===== src/prrts_pkg.sv =====
package prrts_pkg;

    typedef enum logic [2:0] {
        SS_UNUSED   = 3'd0,
        SS_READY    = 3'd1,
        SS_RUNNING  = 3'd2,
        SS_SLEEPING = 3'd3,
        SS_EXITED   = 3'd4
    } slot_st_t;

    typedef enum logic [2:0] {
        FN_TICK   = 3'd0,
        FN_CREATE = 3'd1,
        FN_SLEEP  = 3'd2,
        FN_EXIT   = 3'd3,
        FN_KILL   = 3'd4
    } func_t;

    typedef enum logic [3:0] {
        S_IDLE,
        S_START,
        S_CREATE,
        S_RD,
        S_EVAL,
        S_ACCT,
        S_PICK,
        S_MUL,
        S_DIV,
        S_DONE
    } fsm_t;

    localparam logic [1:0] PRIO_HIGH   = 2'd0;
    localparam logic [1:0] PRIO_NORMAL = 2'd1;
    localparam logic [1:0] PRIO_LOW    = 2'd2;
    localparam logic [1:0] PRIO_IDLE   = 2'd3;

    localparam logic [1:0] REG_STARV  = 2'd0;
    localparam logic [1:0] REG_WINDOW = 2'd1;
    localparam logic [1:0] REG_MINWIN = 2'd2;

    localparam logic [15:0] STARV_RST  = 16'd250;
    localparam logic [15:0] WINDOW_RST = 16'd250;
    localparam logic [15:0] MINWIN_RST = 16'd50;
    localparam logic [6:0]  PERCENT    = 7'd100;

    localparam int NUM_W = 23;

endpackage


===== src/prrts_div.sv =====
module prrts_div (
    input  logic                          clk,
    input  logic                          rst_n,
    input  logic                          start,
    input  logic [prrts_pkg::NUM_W-1:0]   num,
    input  logic [15:0]                   den,
    output logic                          done,
    output logic [6:0]                    quot
);

    logic [prrts_pkg::NUM_W-1:0] num_reg;
    logic [prrts_pkg::NUM_W-1:0] q_reg;
    logic [15:0]                 den_reg;
    logic [16:0]                 rem_reg;
    logic [4:0]                  cnt_reg;
    logic                        busy_reg;
    logic                        done_reg;
    logic [16:0]                 shifted;
    logic                        fits;

    // one quotient bit per cycle, restoring
    assign shifted = {rem_reg[15:0], num_reg[prrts_pkg::NUM_W-1]};
    assign fits    = shifted >= {1'b0, den_reg};

    always_ff @(posedge clk or negedge rst_n)
    begin
        if (!rst_n)
        begin
            busy_reg <= 1'b0;
            done_reg <= 1'b0;
            cnt_reg  <= '0;
        end
        else
        begin
            done_reg <= 1'b0;
            if (start)
            begin
                busy_reg <= 1'b1;
                cnt_reg  <= '0;
            end
            else if (busy_reg)
            begin
                cnt_reg <= cnt_reg + 5'd1;
                if (cnt_reg == 5'(prrts_pkg::NUM_W - 1))
                begin
                    busy_reg <= 1'b0;
                    done_reg <= 1'b1;
                end
            end
        end
    end

    always_ff @(posedge clk)
    begin
        if (start)
        begin
            num_reg <= num;
            den_reg <= den;
            rem_reg <= '0;
            q_reg   <= '0;
        end
        else if (busy_reg)
        begin
            num_reg <= {num_reg[prrts_pkg::NUM_W-2:0], 1'b0};
            rem_reg <= fits ? (shifted - {1'b0, den_reg}) : shifted;
            q_reg   <= {q_reg[prrts_pkg::NUM_W-2:0], fits};
        end
    end

    assign done = done_reg;
    assign quot = q_reg[6:0];

endmodule


===== src/priority_round_robin_task_scheduler.sv =====
// Sequence: a tick, sleep or exit reads and evaluates every slot (S_RD, S_EVAL), accounts (S_ACCT),
//   scans up to SLOTS slots per priority level (S_PICK) and computes usage (S_MUL, S_DIV). Create
//   scans for an unused slot first; kill, and sleep or exit from the idle task, go straight to usage.
// Throughput: one item at a time; s_axis_tready is high only when the sequencer is idle.
// Reset (rst_n, async low): slot 0 running at normal priority, slot 1 idle task ready,
//   other slots unused, window counters and round-robin pointers zero, registers at defaults.
module priority_round_robin_task_scheduler #(
    parameter int SLOTS = 16
) (
    input  logic          clk,
    input  logic          rst_n,
    input  logic          s_axis_tvalid,
    output logic          s_axis_tready,
    // [2:0] func, [4:3] priority_req, [8:5] task_id, [40:9] sleep_ticks, [104:41] now
    input  logic [111:0]  s_axis_tdata,
    output logic          m_axis_tvalid,
    input  logic          m_axis_tready,
    // [0] status, [4:1] next_task, [5] switched, [9:6] new_task_id,
    // [16:10] cpu_usage, [21:17] live_tasks
    output logic [23:0]   m_axis_tdata,
    input  logic          cfg_we,
    input  logic [1:0]    cfg_idx,
    input  logic [15:0]   cfg_wdata
);

    localparam int IW = $clog2(SLOTS);
    localparam int XW = (IW > 4) ? IW : 4;
    localparam int CW = $clog2(SLOTS + 1);
    localparam logic [IW-1:0] IDLE_SLOT = IW'(1);
    localparam logic [IW-1:0] LAST_SLOT = IW'(SLOTS - 1);

    prrts_pkg::fsm_t     state_reg, state_next;

    // captured item
    logic [2:0]          func_reg;
    logic [1:0]          prio_reg;
    logic [3:0]          id_reg;
    logic [31:0]         ticks_reg;
    logic [63:0]         now_reg;

    // per-slot state
    prrts_pkg::slot_st_t stat_reg [SLOTS];
    logic [1:0]          base_reg [SLOTS];
    logic [SLOTS-1:0]    lrt_vld_reg;
    logic [SLOTS-1:0]    rdy_vec_reg;
    logic [1:0]          lvl_vec_reg [SLOTS];
    logic [63:0]         wake_mem [SLOTS];
    logic [31:0]         lrt_mem [SLOTS];
    logic [63:0]         wake_rd_reg;
    logic [31:0]         lrt_rd_reg;

    logic [IW-1:0]       rot_reg [4];
    logic [IW-1:0]       run_reg;
    logic [IW-1:0]       before_reg;
    logic [CW-1:0]       inuse_reg;
    logic [15:0]         win_reg, idl_reg, pwin_reg, pidl_reg;
    logic [15:0]         starv_reg, window_reg, minwin_reg;

    // sequencer
    logic [IW-1:0]       idx_reg;
    logic [IW-1:0]       cnt_reg;
    logic [1:0]          lvl_reg;
    logic                rej_reg;
    logic [IW-1:0]       new_id_reg;
    logic [6:0]          usage_reg;

    logic                m_valid_reg;
    logic [23:0]         m_data_reg;

    // shared divider; operands are stable while in S_MUL, where it is started
    logic                div_start;
    logic                div_done;
    logic [6:0]          div_quot;
    logic [prrts_pkg::NUM_W-1:0] div_num;
    logic [15:0]         div_den;

    prrts_div u_div (
        .clk   (clk),
        .rst_n (rst_n),
        .start (div_start),
        .num   (div_num),
        .den   (div_den),
        .done  (div_done),
        .quot  (div_quot)
    );

    // ---------------------------------------------------------------
    // combinational helpers
    // ---------------------------------------------------------------
    logic [IW-1:0]       idx_inc;
    prrts_pkg::slot_st_t cur_st, new_st;
    logic                boost;
    logic [31:0]         lrt_val;
    logic [31:0]         delta;
    logic                pick_hit;
    logic [XW-1:0]       kill_x;
    logic [IW-1:0]       kill_i;
    logic                kill_bad;
    logic                use_prev;
    logic [15:0]         u_w, u_i, u_ic;
    logic [15:0]         win_inc;
    logic                out_free;
    logic [31:0]         sleep_len;
    logic [XW-1:0]       run_x, new_x;

    assign idx_inc = (idx_reg == LAST_SLOT) ? '0 : idx_reg + IW'(1);
    assign cur_st  = stat_reg[idx_reg];

    always_comb
    begin
        new_st = cur_st;
        if (cur_st == prrts_pkg::SS_SLEEPING && now_reg >= wake_rd_reg)
            new_st = prrts_pkg::SS_READY;
        else if (cur_st == prrts_pkg::SS_EXITED)
            new_st = prrts_pkg::SS_UNUSED;
    end

    // the running slot's last run time is refreshed to now during the slot pass
    assign lrt_val = (idx_reg == run_reg) ? now_reg[31:0]
                   : (lrt_vld_reg[idx_reg] ? lrt_rd_reg : 32'd0);
    assign delta   = now_reg[31:0] - lrt_val;
    assign boost   = (new_st == prrts_pkg::SS_READY)
                   && (base_reg[idx_reg] == prrts_pkg::PRIO_NORMAL
                       || base_reg[idx_reg] == prrts_pkg::PRIO_LOW)
                   && (delta >= {16'd0, starv_reg});

    assign pick_hit = rdy_vec_reg[idx_reg] && (lvl_vec_reg[idx_reg] == lvl_reg);

    assign kill_x   = XW'(id_reg);
    assign kill_i   = kill_x[IW-1:0];
    assign kill_bad = (id_reg == 4'd0) || (id_reg == 4'd1)
                   || (32'(id_reg) >= SLOTS)
                   || (stat_reg[kill_i] == prrts_pkg::SS_UNUSED);

    assign use_prev = win_reg < minwin_reg;
    assign u_w      = use_prev ? pwin_reg : win_reg;
    assign u_i      = use_prev ? pidl_reg : idl_reg;
    assign u_ic     = (u_i > u_w) ? u_w : u_i;
    assign win_inc  = win_reg + 16'd1;

    assign div_num  = prrts_pkg::NUM_W'(u_w - u_ic)
                    * prrts_pkg::NUM_W'(prrts_pkg::PERCENT);
    assign div_den  = u_w;

    assign sleep_len = (ticks_reg == 32'd0) ? 32'd1 : ticks_reg;
    assign out_free  = !m_valid_reg || m_axis_tready;
    assign div_start = (state_reg == prrts_pkg::S_MUL) && (u_w != 16'd0);

    assign run_x = XW'(run_reg);
    assign new_x = XW'(new_id_reg);

    // ---------------------------------------------------------------
    // sequencer
    // ---------------------------------------------------------------
    always_ff @(posedge clk or negedge rst_n)
    begin
        if (!rst_n)
            state_reg <= prrts_pkg::S_IDLE;
        else
            state_reg <= state_next;
    end

    always_comb
    begin
        state_next = state_reg;
        unique case (state_reg)
            prrts_pkg::S_IDLE:
                if (s_axis_tvalid)
                    state_next = prrts_pkg::S_START;
            prrts_pkg::S_START:
                priority case (func_reg)
                    prrts_pkg::FN_TICK:   state_next = prrts_pkg::S_RD;
                    prrts_pkg::FN_CREATE: state_next = prrts_pkg::S_CREATE;
                    prrts_pkg::FN_SLEEP,
                    prrts_pkg::FN_EXIT:
                        state_next = (run_reg == IDLE_SLOT) ? prrts_pkg::S_MUL
                                                            : prrts_pkg::S_RD;
                    default:              state_next = prrts_pkg::S_MUL;
                endcase
            prrts_pkg::S_CREATE:
                if (cur_st == prrts_pkg::SS_UNUSED || idx_reg == LAST_SLOT)
                    state_next = prrts_pkg::S_MUL;
            prrts_pkg::S_RD:
                state_next = prrts_pkg::S_EVAL;
            prrts_pkg::S_EVAL:
                state_next = (idx_reg == LAST_SLOT) ? prrts_pkg::S_ACCT : prrts_pkg::S_RD;
            prrts_pkg::S_ACCT:
                state_next = prrts_pkg::S_PICK;
            prrts_pkg::S_PICK:
                if (pick_hit || (cnt_reg == LAST_SLOT && lvl_reg == prrts_pkg::PRIO_IDLE))
                    state_next = prrts_pkg::S_MUL;
            prrts_pkg::S_MUL:
                state_next = (u_w == 16'd0) ? prrts_pkg::S_DONE : prrts_pkg::S_DIV;
            prrts_pkg::S_DIV:
                if (div_done)
                    state_next = prrts_pkg::S_DONE;
            prrts_pkg::S_DONE:
                if (out_free)
                    state_next = prrts_pkg::S_IDLE;
            default:
                state_next = prrts_pkg::S_IDLE;
        endcase
    end

    assign s_axis_tready = (state_reg == prrts_pkg::S_IDLE);

    // ---------------------------------------------------------------
    // memories: wake deadlines and last run times
    // ---------------------------------------------------------------
    logic          wake_we;
    logic [IW-1:0] wake_wa;
    logic [63:0]   wake_wd;
    logic          lrt_we;

    always_comb
    begin
        wake_we = 1'b0;
        wake_wa = run_reg;
        wake_wd = now_reg + {32'd0, sleep_len};
        if (state_reg == prrts_pkg::S_CREATE && cur_st == prrts_pkg::SS_UNUSED)
        begin
            wake_we = 1'b1;
            wake_wa = idx_reg;
            wake_wd = '0;
        end
        else if (state_reg == prrts_pkg::S_START && func_reg == prrts_pkg::FN_SLEEP
                 && run_reg != IDLE_SLOT && stat_reg[run_reg] == prrts_pkg::SS_RUNNING)
            wake_we = 1'b1;
    end

    assign lrt_we = (state_reg == prrts_pkg::S_EVAL) && (idx_reg == run_reg);

    always_ff @(posedge clk)
    begin
        if (wake_we)
            wake_mem[wake_wa] <= wake_wd;
        if (lrt_we)
            lrt_mem[run_reg] <= now_reg[31:0];
        if (state_reg == prrts_pkg::S_RD)
        begin
            wake_rd_reg <= wake_mem[idx_reg];
            lrt_rd_reg  <= lrt_mem[idx_reg];
        end
    end

    // ---------------------------------------------------------------
    // payload capture and work registers
    // ---------------------------------------------------------------
    always_ff @(posedge clk)
    begin
        if (state_reg == prrts_pkg::S_IDLE && s_axis_tvalid)
        begin
            func_reg  <= s_axis_tdata[2:0];
            prio_reg  <= s_axis_tdata[4:3];
            id_reg    <= s_axis_tdata[8:5];
            ticks_reg <= s_axis_tdata[40:9];
            now_reg   <= s_axis_tdata[104:41];
        end
        if (state_reg == prrts_pkg::S_EVAL)
        begin
            rdy_vec_reg[idx_reg] <= (new_st == prrts_pkg::SS_READY);
            lvl_vec_reg[idx_reg] <= boost ? prrts_pkg::PRIO_HIGH : base_reg[idx_reg];
        end
        if (state_reg == prrts_pkg::S_ACCT && stat_reg[run_reg] == prrts_pkg::SS_RUNNING)
        begin
            rdy_vec_reg[run_reg] <= 1'b1;
            lvl_vec_reg[run_reg] <= base_reg[run_reg];
        end
    end

    // ---------------------------------------------------------------
    // scheduler state
    // ---------------------------------------------------------------
    always_ff @(posedge clk or negedge rst_n)
    begin
        if (!rst_n)
        begin
            for (int i = 0; i < SLOTS; i++)
            begin
                stat_reg[i] <= (i == 0) ? prrts_pkg::SS_RUNNING
                             : (i == 1) ? prrts_pkg::SS_READY : prrts_pkg::SS_UNUSED;
                base_reg[i] <= (i == 0) ? prrts_pkg::PRIO_NORMAL
                             : (i == 1) ? prrts_pkg::PRIO_IDLE : prrts_pkg::PRIO_HIGH;
            end
            for (int p = 0; p < 4; p++)
                rot_reg[p] <= '0;
            lrt_vld_reg <= '0;
            run_reg     <= '0;
            before_reg  <= '0;
            inuse_reg   <= CW'(2);
            win_reg     <= '0;
            idl_reg     <= '0;
            pwin_reg    <= '0;
            pidl_reg    <= '0;
            starv_reg   <= prrts_pkg::STARV_RST;
            window_reg  <= prrts_pkg::WINDOW_RST;
            minwin_reg  <= prrts_pkg::MINWIN_RST;
            idx_reg     <= '0;
            cnt_reg     <= '0;
            lvl_reg     <= '0;
            rej_reg     <= 1'b0;
            new_id_reg  <= '0;
            usage_reg   <= '0;
            m_valid_reg <= 1'b0;
            m_data_reg  <= '0;
        end
        else
        begin
            if (cfg_we)
            begin
                unique case (cfg_idx)
                    prrts_pkg::REG_STARV:  starv_reg  <= cfg_wdata;
                    prrts_pkg::REG_WINDOW: window_reg <= cfg_wdata;
                    prrts_pkg::REG_MINWIN: minwin_reg <= cfg_wdata;
                    default: ;
                endcase
            end

            // S_DONE loads the next result itself
            if (m_axis_tready && state_reg != prrts_pkg::S_DONE)
                m_valid_reg <= 1'b0;

            unique case (state_reg)
                prrts_pkg::S_IDLE:
                begin
                    before_reg <= run_reg;
                    rej_reg    <= 1'b0;
                    new_id_reg <= '0;
                    idx_reg    <= '0;
                end
                prrts_pkg::S_START:
                begin
                    priority case (func_reg)
                        prrts_pkg::FN_SLEEP,
                        prrts_pkg::FN_EXIT:
                            if (run_reg == IDLE_SLOT)
                                rej_reg <= 1'b1;
                            else if (stat_reg[run_reg] == prrts_pkg::SS_RUNNING)
                                stat_reg[run_reg] <= (func_reg == prrts_pkg::FN_SLEEP)
                                                   ? prrts_pkg::SS_SLEEPING
                                                   : prrts_pkg::SS_EXITED;
                        prrts_pkg::FN_KILL:
                            if (kill_bad)
                                rej_reg <= 1'b1;
                            else
                                stat_reg[kill_i] <= prrts_pkg::SS_EXITED;
                        default: ;
                    endcase
                end
                prrts_pkg::S_CREATE:
                begin
                    if (cur_st == prrts_pkg::SS_UNUSED)
                    begin
                        stat_reg[idx_reg] <= prrts_pkg::SS_READY;
                        base_reg[idx_reg] <= prio_reg;
                        inuse_reg         <= inuse_reg + CW'(1);
                        new_id_reg        <= idx_reg;
                    end
                    else if (idx_reg == LAST_SLOT)
                        rej_reg <= 1'b1;
                    else
                        idx_reg <= idx_inc;
                end
                prrts_pkg::S_RD: ;
                prrts_pkg::S_EVAL:
                begin
                    stat_reg[idx_reg] <= new_st;
                    if (cur_st == prrts_pkg::SS_EXITED && inuse_reg != '0)
                        inuse_reg <= inuse_reg - CW'(1);
                    if (lrt_we)
                        lrt_vld_reg[run_reg] <= 1'b1;
                    idx_reg <= idx_inc;
                end
                prrts_pkg::S_ACCT:
                begin
                    // close the accounting window once it reaches its length
                    if (win_inc >= window_reg)
                    begin
                        pwin_reg <= win_inc;
                        pidl_reg <= idl_reg + ((run_reg == IDLE_SLOT) ? 16'd1 : 16'd0);
                        win_reg  <= '0;
                        idl_reg  <= '0;
                    end
                    else
                    begin
                        win_reg <= win_inc;
                        if (run_reg == IDLE_SLOT)
                            idl_reg <= idl_reg + 16'd1;
                    end
                    if (stat_reg[run_reg] == prrts_pkg::SS_RUNNING)
                        stat_reg[run_reg] <= prrts_pkg::SS_READY;
                    lvl_reg <= prrts_pkg::PRIO_HIGH;
                    idx_reg <= rot_reg[0];
                    cnt_reg <= '0;
                end
                prrts_pkg::S_PICK:
                begin
                    if (pick_hit)
                    begin
                        rot_reg[lvl_reg]  <= idx_inc;
                        stat_reg[idx_reg] <= prrts_pkg::SS_RUNNING;
                        run_reg           <= idx_reg;
                    end
                    else if (cnt_reg == LAST_SLOT)
                    begin
                        if (lvl_reg == prrts_pkg::PRIO_IDLE)
                        begin
                            stat_reg[IDLE_SLOT] <= prrts_pkg::SS_RUNNING;
                            run_reg             <= IDLE_SLOT;
                        end
                        else
                        begin
                            lvl_reg <= lvl_reg + 2'd1;
                            idx_reg <= rot_reg[lvl_reg + 2'd1];
                            cnt_reg <= '0;
                        end
                    end
                    else
                    begin
                        idx_reg <= idx_inc;
                        cnt_reg <= cnt_reg + IW'(1);
                    end
                end
                prrts_pkg::S_MUL:
                    usage_reg <= '0;
                prrts_pkg::S_DIV:
                    if (div_done)
                        usage_reg <= div_quot;
                prrts_pkg::S_DONE:
                    if (out_free)
                    begin
                        m_valid_reg <= 1'b1;
                        m_data_reg  <= {2'b00, 5'(inuse_reg),
                                        usage_reg, new_x[3:0],
                                        (run_reg != before_reg), run_x[3:0], rej_reg};
                    end
                default: ;
            endcase
        end
    end

    assign m_axis_tvalid = m_valid_reg;
    assign m_axis_tdata  = m_data_reg;

endmodule


===== config.mk =====
export PLATFORM = sky130hd
export DESIGN_NAME = priority_round_robin_task_scheduler
export DESIGN_NICKNAME = d
export VERILOG_FILES = /design/src/prrts_pkg.sv /design/src/prrts_div.sv /design/src/priority_round_robin_task_scheduler.sv
export SDC_FILE = /design/constraint.sdc
export NUM_CORES = 2
export LEC_CHECK = 0
export BUFFER_PORTS_ARGS = -buffer_cell sky130_fd_sc_hd__buf_2
export CAP_MARGIN = 10
export CORE_ASPECT_RATIO = 2
export CORE_MARGIN = 8
export CORE_UTILIZATION = 35
export CTS_BUF_LIST = sky130_fd_sc_hd__clkbuf_4 sky130_fd_sc_hd__clkbuf_8 sky130_fd_sc_hd__clkbuf_16
export CTS_CLUSTER_DIAMETER = 200
export CTS_CLUSTER_SIZE = 24
export DETAILED_ROUTE_END_ITERATION = 16
export GPL_TIMING_DRIVEN = 0
export PLACE_DENSITY = 0.59
export SLEW_MARGIN = 20
export SYNTH_ARGS = -nofsm -noshare
export SYNTH_HDL_FRONTEND = slang
export SYNTH_SLANG_ARGS = --single-unit

===== constraint.sdc =====
create_clock -name clk -period 24.4 [get_ports clk]
set_input_delay 4.88 -clock clk [delete_from_list [all_inputs] [get_ports clk]]
set_output_delay 4.88 -clock clk [all_outputs]
set_load 0.01 [all_outputs]

Word-level counts from Yosys, hierarchy flattened
Memory sizes are Yosys's and may differ from the RTL's. A register that Yosys moved wholly into a read port is not among the register bits.
Index checks and enable logic that the tools add are counted.
{ "word_totals": {"ff_bits": 474, "ram_bits": 1568, "input_bits": 135, "out_inout_bits": 26, "wordCells": 390, "memories": 3} }
{ "op_classes": {"add_sub_neg": 13, "n_mul": 1, "magnitude_cmp": 19, "eq_ne": 56, "muxes": 139, "bitwise_logic": 19, "reduce_logical": 71} }
{ "mem_list": {"columns": ["name", "words", "word_bits", "read_ports", "rd_clocked_by_memory_dff", "wr", "line_no", "text"], "rows": [
  ["wake_mem", 16, 64, 1, 1, 1, "priority_round_robin_task_scheduler.sv:47", "logic [63:0] wake_mem [SLOTS];"],
  ["lrt_mem", 16, 32, 1, 1, 1, "priority_round_robin_task_scheduler.sv:48", "logic [31:0] lrt_mem [SLOTS];"],
  ["lvl_vec_reg", 16, 2, 1, 0, 1, "priority_round_robin_task_scheduler.sv:46", "logic [1:0] lvl_vec_reg [SLOTS];"]
]} }
{ "ops": {"columns": ["op", "n"], "rows": [
  ["two-way mux 48 bit", 5],
  ["one-hot mux 48 bit (5 select lines)", 1],
  ["two-way mux 16 bit", 9],
  ["bitwise AND 32 bit", 4],
  ["NOT 32 bit", 4],
  ["bitwise mux 48 bit", 2],
  ["two-way mux 32 bit", 3],
  ["OR 16 bit", 6],
  ["one-hot mux 48 bit (2 select lines)", 1],
  ["two-way mux 4 bit", 23],
  ["adder 64 x 32 -> 64 bit", 1],
  [">= comparator 64 bit", 1],
  ["two-way mux 64 bit", 1],
  ["two-way mux 3 bit", 18],
  ["two-way mux 23 bit", 2],
  ["two-way mux 42 bit", 1],
  ["one-hot mux 4 bit (10 select lines)", 1],
  ["binary-select mux 3 bit (select 4 bit)", 3],
  ["demux 3 bit (select 4 bit)", 3],
  ["adder 16 x 1 -> 16 bit (second input constant)", 2],
  ["bitwise mux 16 bit", 2],
  ["bitwise mux 32 bit", 1],
  [">= comparator 32 x 16 -> 1 bit", 1],
  ["logical NOT 32 bit", 1],
  ["77 further kinds", 222]
]} }

Depth between registers and ports, before layout
{ "depth": {"depth_word": 12, "mapped_depth": 48} }

By module
A second synthesis with hierarchy kept.
{ "hier_totals": {"cells_unflattened": 6174, "area_unflattened_um2": 96895.4} }
{ "by_module_without_submodules": {"columns": ["module", "n_inst", "cells_per_inst", "area_per_inst_um2"], "rows": [
  ["priority_round_robin_task_scheduler", 1, 5830, 93196.9],
  ["prrts_div", 1, 344, 3698.5]
]} }

Least setup slack after synthesis
Ideal clock, no wire load.
{ "synth_path": {"path_type": "flip-flop to flip-flop", "from": "reg minwin_reg[1]", "to": "reg u_div.num_reg[22] in the netlist's numbering (data pin)", "setup_time_ns": 0.267, "arrival_time_ns": 9.126, "t_required_ns": 24.133, "setup_slack_ns": 15.007, "path_stages_with_launch": 44, "path_buffers": 3, "path_cell_list": "dfstp_2 > inv_1 > ha_1 > a21o_1 > a21oi_1 > o21ai_0 > a31oi_1 > o31ai_1 > buf_2 > buf_1 > mux2_2 > ha_1 > and4_1 > a21oi_1 > nand2_1 > a221oi_1 > o21ai_0 > a21oi_1 > [... 8 more ...] > a21oi_1 > o21ai_0 > o211ai_1 > o311a_1 > a211o_1 > nor2_1 > a211oi_1 > o21ai_0 > inv_1 > fa_1 > inv_1 > fa_1 > inv_1 > ha_1 > a21oi_1 > xnor2_1 > xnor2_1 > o21ai_0"} }
{ "synth_via": {"elab_chain_cells": 7, "elab_cells_between_ends": 10, "cone_classes": "add/sub (1); mul (1); order compare (2); mux (4); reduce/logical (2)"} }
{ "synth_lines": {"columns": ["item", "line_no", "text"], "rows": [
  ["start: declaration", "priority_round_robin_task_scheduler.sv:57", "logic [15:0] starv_reg, window_reg, minwin_reg;"],
  ["start signal: assignment", "priority_round_robin_task_scheduler.sv:297", "minwin_reg <= prrts_pkg::MINWIN_RST;"],
  ["start signal: assignment", "priority_round_robin_task_scheduler.sv:314", "prrts_pkg::REG_MINWIN: minwin_reg <= cfg_wdata;"],
  ["< comparator 16 bit (*)", "priority_round_robin_task_scheduler.sv:135", "assign use_prev = win_reg < minwin_reg;"],
  ["two-way mux 16 bit (on tied branches)", "priority_round_robin_task_scheduler.sv:137, priority_round_robin_task_scheduler.sv:136", null],
  ["> comparator 16 bit", "priority_round_robin_task_scheduler.sv:138", "assign u_ic = (u_i > u_w) ? u_w : u_i;"],
  ["two-way mux 16 bit", "priority_round_robin_task_scheduler.sv:138", null],
  ["subtractor 16 x 16 -> 17 bit", "priority_round_robin_task_scheduler.sv:141", "assign div_num = prrts_pkg::NUM_W'(u_w - u_ic)"],
  ["multiplier 23 x 5 -> 21 bit", "priority_round_robin_task_scheduler.sv:142", "* prrts_pkg::NUM_W'(prrts_pkg::PERCENT);"],
  ["two-way mux 23 bit (*)", "prrts_div.sv:55", "if (start)"],
  ["end signal: assignment", "prrts_div.sv:57", "num_reg <= num;"],
  ["end signal: assignment", "prrts_div.sv:64", "num_reg <= {num_reg[prrts_pkg::NUM_W-2:0], 1'b0};"],
  ["end: declaration", "prrts_div.sv:11", "logic [prrts_pkg::NUM_W-1:0] num_reg;"]
]} }
Mark *: on every way between the ends. The rest lies on a longest branch, timed or not.
A chain may end at the register's enable or synchronous reset.

Worst setup path in the final report
{ "layout_path": {"from": "reg win_reg[1]", "to": "reg u_div.num_reg[22] in the netlist's numbering (data pin)"} }
{ "layout_via": {"elab_chain_cells": 7, "elab_cells_between_ends": 10, "cone_classes": "add/sub (1); mul (1); order compare (2); mux (4); reduce/logical (2)"} }
{ "layout_lines": {"columns": ["item", "line_no", "text"], "rows": [
  ["start: declaration", "priority_round_robin_task_scheduler.sv:56", "logic [15:0] win_reg, idl_reg, pwin_reg, pidl_reg;"],
  ["start signal: assignment", "priority_round_robin_task_scheduler.sv:386", "win_reg <= win_inc;"],
  ["< comparator 16 bit", "priority_round_robin_task_scheduler.sv:135", null],
  ["two-way mux 16 bit (on tied branches)", "priority_round_robin_task_scheduler.sv:137, priority_round_robin_task_scheduler.sv:136", null],
  ["> comparator 16 bit", "priority_round_robin_task_scheduler.sv:138", null],
  ["two-way mux 16 bit", "priority_round_robin_task_scheduler.sv:138", null],
  ["subtractor 16 x 16 -> 17 bit", "priority_round_robin_task_scheduler.sv:141", null],
  ["multiplier 23 x 5 -> 21 bit", "priority_round_robin_task_scheduler.sv:142", null],
  ["two-way mux 23 bit (*)", "prrts_div.sv:55", null]
]} }
Marked as above.

==> impl_metrics.env <==
export IMPL_end_kind="flop"
export IMPL_core_area_um2=273600
export IMPL_post_route_period_util=0.4540
export IMPL_wire_per_inst_um=26.53
export IMPL_p_sw_mw=3.754
export IMPL_synthAdderAreaFrac=0.04167
export IMPL_synth_simple_area_share=0.05346
export IMPL_p_int_mw=6.877
export IMPL_slew_viol_final=0
export IMPL_critPathRequiredTime_ps=24880
export IMPL_drive_gt1_frac=0.1945
export IMPL_grt_ovfl_total=0
export IMPL_setup_slack_ps=13320
export IMPL_grt_total_usage=0.1784
export IMPL_combPwrFrac=0.374
export IMPL_final_core_util=0.3906
export IMPL_rsz0062_at_grt="false"
export IMPL_yosys_top_cells_area="edfxtp_1 57%, mux4_2 13%, dfrtp_1 7.1%, ha_1 3.7%, o21ai_0 1.8%"
export IMPL_path_buf_inv=6
export IMPL_hpwl_um=189500
export IMPL_synth_top_family_by_area="multiplexers"
export IMPL_status="finished clean"
export IMPL_slew_headroom=0.2078
export IMPL_largest_register="wake_mem"
export IMPL_cts_repair_resize_count=0
export IMPL_period_minus_slack_ps=11080
export IMPL_final_hold_viol_count=0
export IMPL_max_stage_delay_ps=750
export IMPL_tightest_slew_ps=1188
export IMPL_avgViaCountPerCell=5.571
export IMPL_final_cell_mix="1,806 x edfxtp_1, 543 x mux4_2, 333 x o21ai_0, 304 x nor2_1, 303 x nand2_1"
export IMPL_finalSetupViolCount=0
export IMPL_synth_area_um2=95970
export IMPL_grt_pass1_vias=55950
export IMPL_dr_pass1_iters=8
export IMPL_drtIter0Drc=6176
export IMPL_syn2layout_area_growth_pct=11.37
export IMPL_cts_tree="done"
export IMPL_ys_seq_area_frac=0.6499
export IMPL_synthArstFlopShare=0.1370
export IMPL_irDropWorstVdd_mv=0.08516
export IMPL_cts_clk_slew_worst_paths_ps=110
export IMPL_place_gp_congestion=0.9560
export IMPL_pwr_share_clk=0.183
export IMPL_power_total_mw=10.63
export IMPL_p_seq_frac=0.443
export IMPL_hold_path_class="reg -> reg"
export IMPL_biggestRegsByFlops="wake_mem: 1024 flops, lrt_mem: 512 flops"
export IMPL_placed_cell_area_um2=103900
export IMPL_final_nets=6878
export IMPL_p_sw_frac=0.3531
export IMPL_fin_worst_skew_ps=69.58
export IMPL_fin_worst_hold_slack_ps=473.1
export IMPL_die_height_um=756.6
export IMPL_drt_wl_total_um=266400
export IMPL_final_common_cell="edfxtp_1"
export IMPL_clock_latency_ps=770
export IMPL_synth_distinct_cells=85
export IMPL_clkSinkCount=2138
export IMPL_synth_compound_area_share=0.06688
export IMPL_cts_hold_buf=0
export IMPL_fmax_mhz=90.27
export IMPL_synthMuxAreaShare=0.1486
export IMPL_syn_inst=6073
export IMPL_cts_made_buffers=99
export IMPL_drc_errors=0
export IMPL_grt_start_max_net_pins=90
export IMPL_dpl_worst_slack_ps=13240
export IMPL_cts_root_buffer="clkbuf_16"
export IMPL_die_w_um=386.3
export IMPL_startpoint_type="flop"
export IMPL_crit_path_max_fanout=10
export IMPL_row_count=272
export IMPL_syn_area_per_cell_um2=15.80
export IMPL_path_delay_family="compound AO/OA/AOI/OAI gates"
export IMPL_synth_top_area_cell="edfxtp_1"
export IMPL_synth_xor_area_share=0.01624
export IMPL_cts_buffer_depth=3
export IMPL_stdcell_area_um2=106900
export IMPL_synth_edff_count=1806
export IMPL_ctsHtreeMaxLevel=3
export IMPL_io_buffers=151
export IMPL_ys_flop_type="edfxtp_1"
export IMPL_initial_core_util=0.3508
export IMPL_largest_reg_flops=1024
export IMPL_vias=55950
export IMPL_fin_setup_tns_ps=0
export IMPL_worst_ep_arrival_time_ps=11560
export IMPL_power_leakage_nw=36.92
export IMPL_grt_pass1_wl_um=389600
export IMPL_antenna_found_initial=11
export IMPL_placed_cells=9895
export IMPL_crit_top_cell="ha_1"
export IMPL_stdcell_count=10040
export IMPL_synthDominantCellAreaShare=0.5651
export IMPL_ys_warn_count=0
export IMPL_powerDensity_nw_per_um2=99.46
export IMPL_crit_slowest_cell="o31ai_1"
export IMPL_post_cts_buffers=0
export IMPL_maxCapViolCount=0
export IMPL_ant_nets=0
export IMPL_critPathKind="reg -> reg"
export IMPL_ys_ff_latch=2138
export IMPL_dieArea_um2=292200
export IMPL_io_pins=161
-- power by group through the flow --
stage                     combinational [mW]  sequential (mW)  clock, mW
final                                   3.98             4.71       1.95
after detailed placement                3.96             4.79          0
after global routing                    4.30             4.74       2.10
after global placement                  3.84             4.82          0
after floorplan                         2.65             4.70          0
after CTS                               3.97             4.71       2.00
-- metal layers --
metal | share of wire | routed length (um) | global-route usage
met5 | 0.00016 | 42 | 0
met4 | 0.028 | 7487 | 0.04630
met2 | 0.47 | 126500 | 0.2915
met3 | 0.069 | 18460 | 0.02454
met1 | 0.43 | 113900 | 0.2515
-- layout make-up --
| class | instances | area [um^2] |
|---|---|---|
| timing repair buffer | 261 | 3118 |
| clock inverter | 7 | 153.9 |
| sequential | 2138 | 62370 |
| multi-input combinational | 3351 | 31710 |
| clock buffer | 136 | 2773 |
| fill | 25220 | 166700 |
| antenna | 3 | 7.507 |
| tap | 3562 | 4457 |
| inverter | 275 | 1032 |
| buffer | 310 | 1265 |
-- path summary, 6_finish.rpt --
kind / cells after the start / endpoint / slack, ps / from
setup / recovery: 44 / u_div.num_reg[22]$_DFFE_PP_ / 13320 / win_reg[1]$_DFFE_PN0P_
hold / removal: 1 / lrt_vld_reg[2]$_DFFE_PN0P_ / 470 / lrt_vld_reg[2]$_DFFE_PN0P_
setup reg to reg: 44 / u_div.num_reg[22]$_DFFE_PP_ / 13320 / win_reg[1]$_DFFE_PN0P_
min in group asynchronous: 1 / starv_reg[10]$_DFFE_PN0P_ / 4040 / rst_n
hold reg to reg: 1 / lrt_vld_reg[2]$_DFFE_PN0P_ / 470 / lrt_vld_reg[2]$_DFFE_PN0P_
max in group asynchronous: 3 / window_reg[7]$_DFFE_PN1P_ / 19120 / rst_n
-- Yosys cell counts (all sizes together) (6+ instances only) --
library cell and count:
or3 21, fa 21, nand3b 11, edfxtp 1806, nor2b 39, xnor2 94, nand4 37, inv 274
a21oi 246, mux4 543, ha 286, o21a 23, mux2i 52, a21boi 9, and4 8, dfrtp 272
a221oi 9, clkbuf 245, a211o 7, and3 43, nor2 338, dfstp 21, a2111oi 6, o2111ai 11
or2 28, a211oi 34, o21ai 347, dfxtp 39, a31oi 24, a21o 94, nand2 303, buf 65
nor3 77, mux2 134, xor2 84, o31ai 40, nand3 72, nor4 41, o211ai 18, nand2b 41
and2 24, o22ai 20, a22oi 81, o21bai 17, a22o 15
-- logic make-up (layout without fill, tap and decap cells) --
family | Yosys count | in the layout
DFF | 2138 | 2138
other | 1 | 5
adders and majority gates | 307 | 307
xor gates and xnor gates | 178 | 178
and+or+nand+nor | 1095 | 1095
muxes | 729 | 729
buffers and inverters | 585 | 989
AOI/OAI and AO/OA | 1040 | 1040
Power figures use the tool's default switching activity.
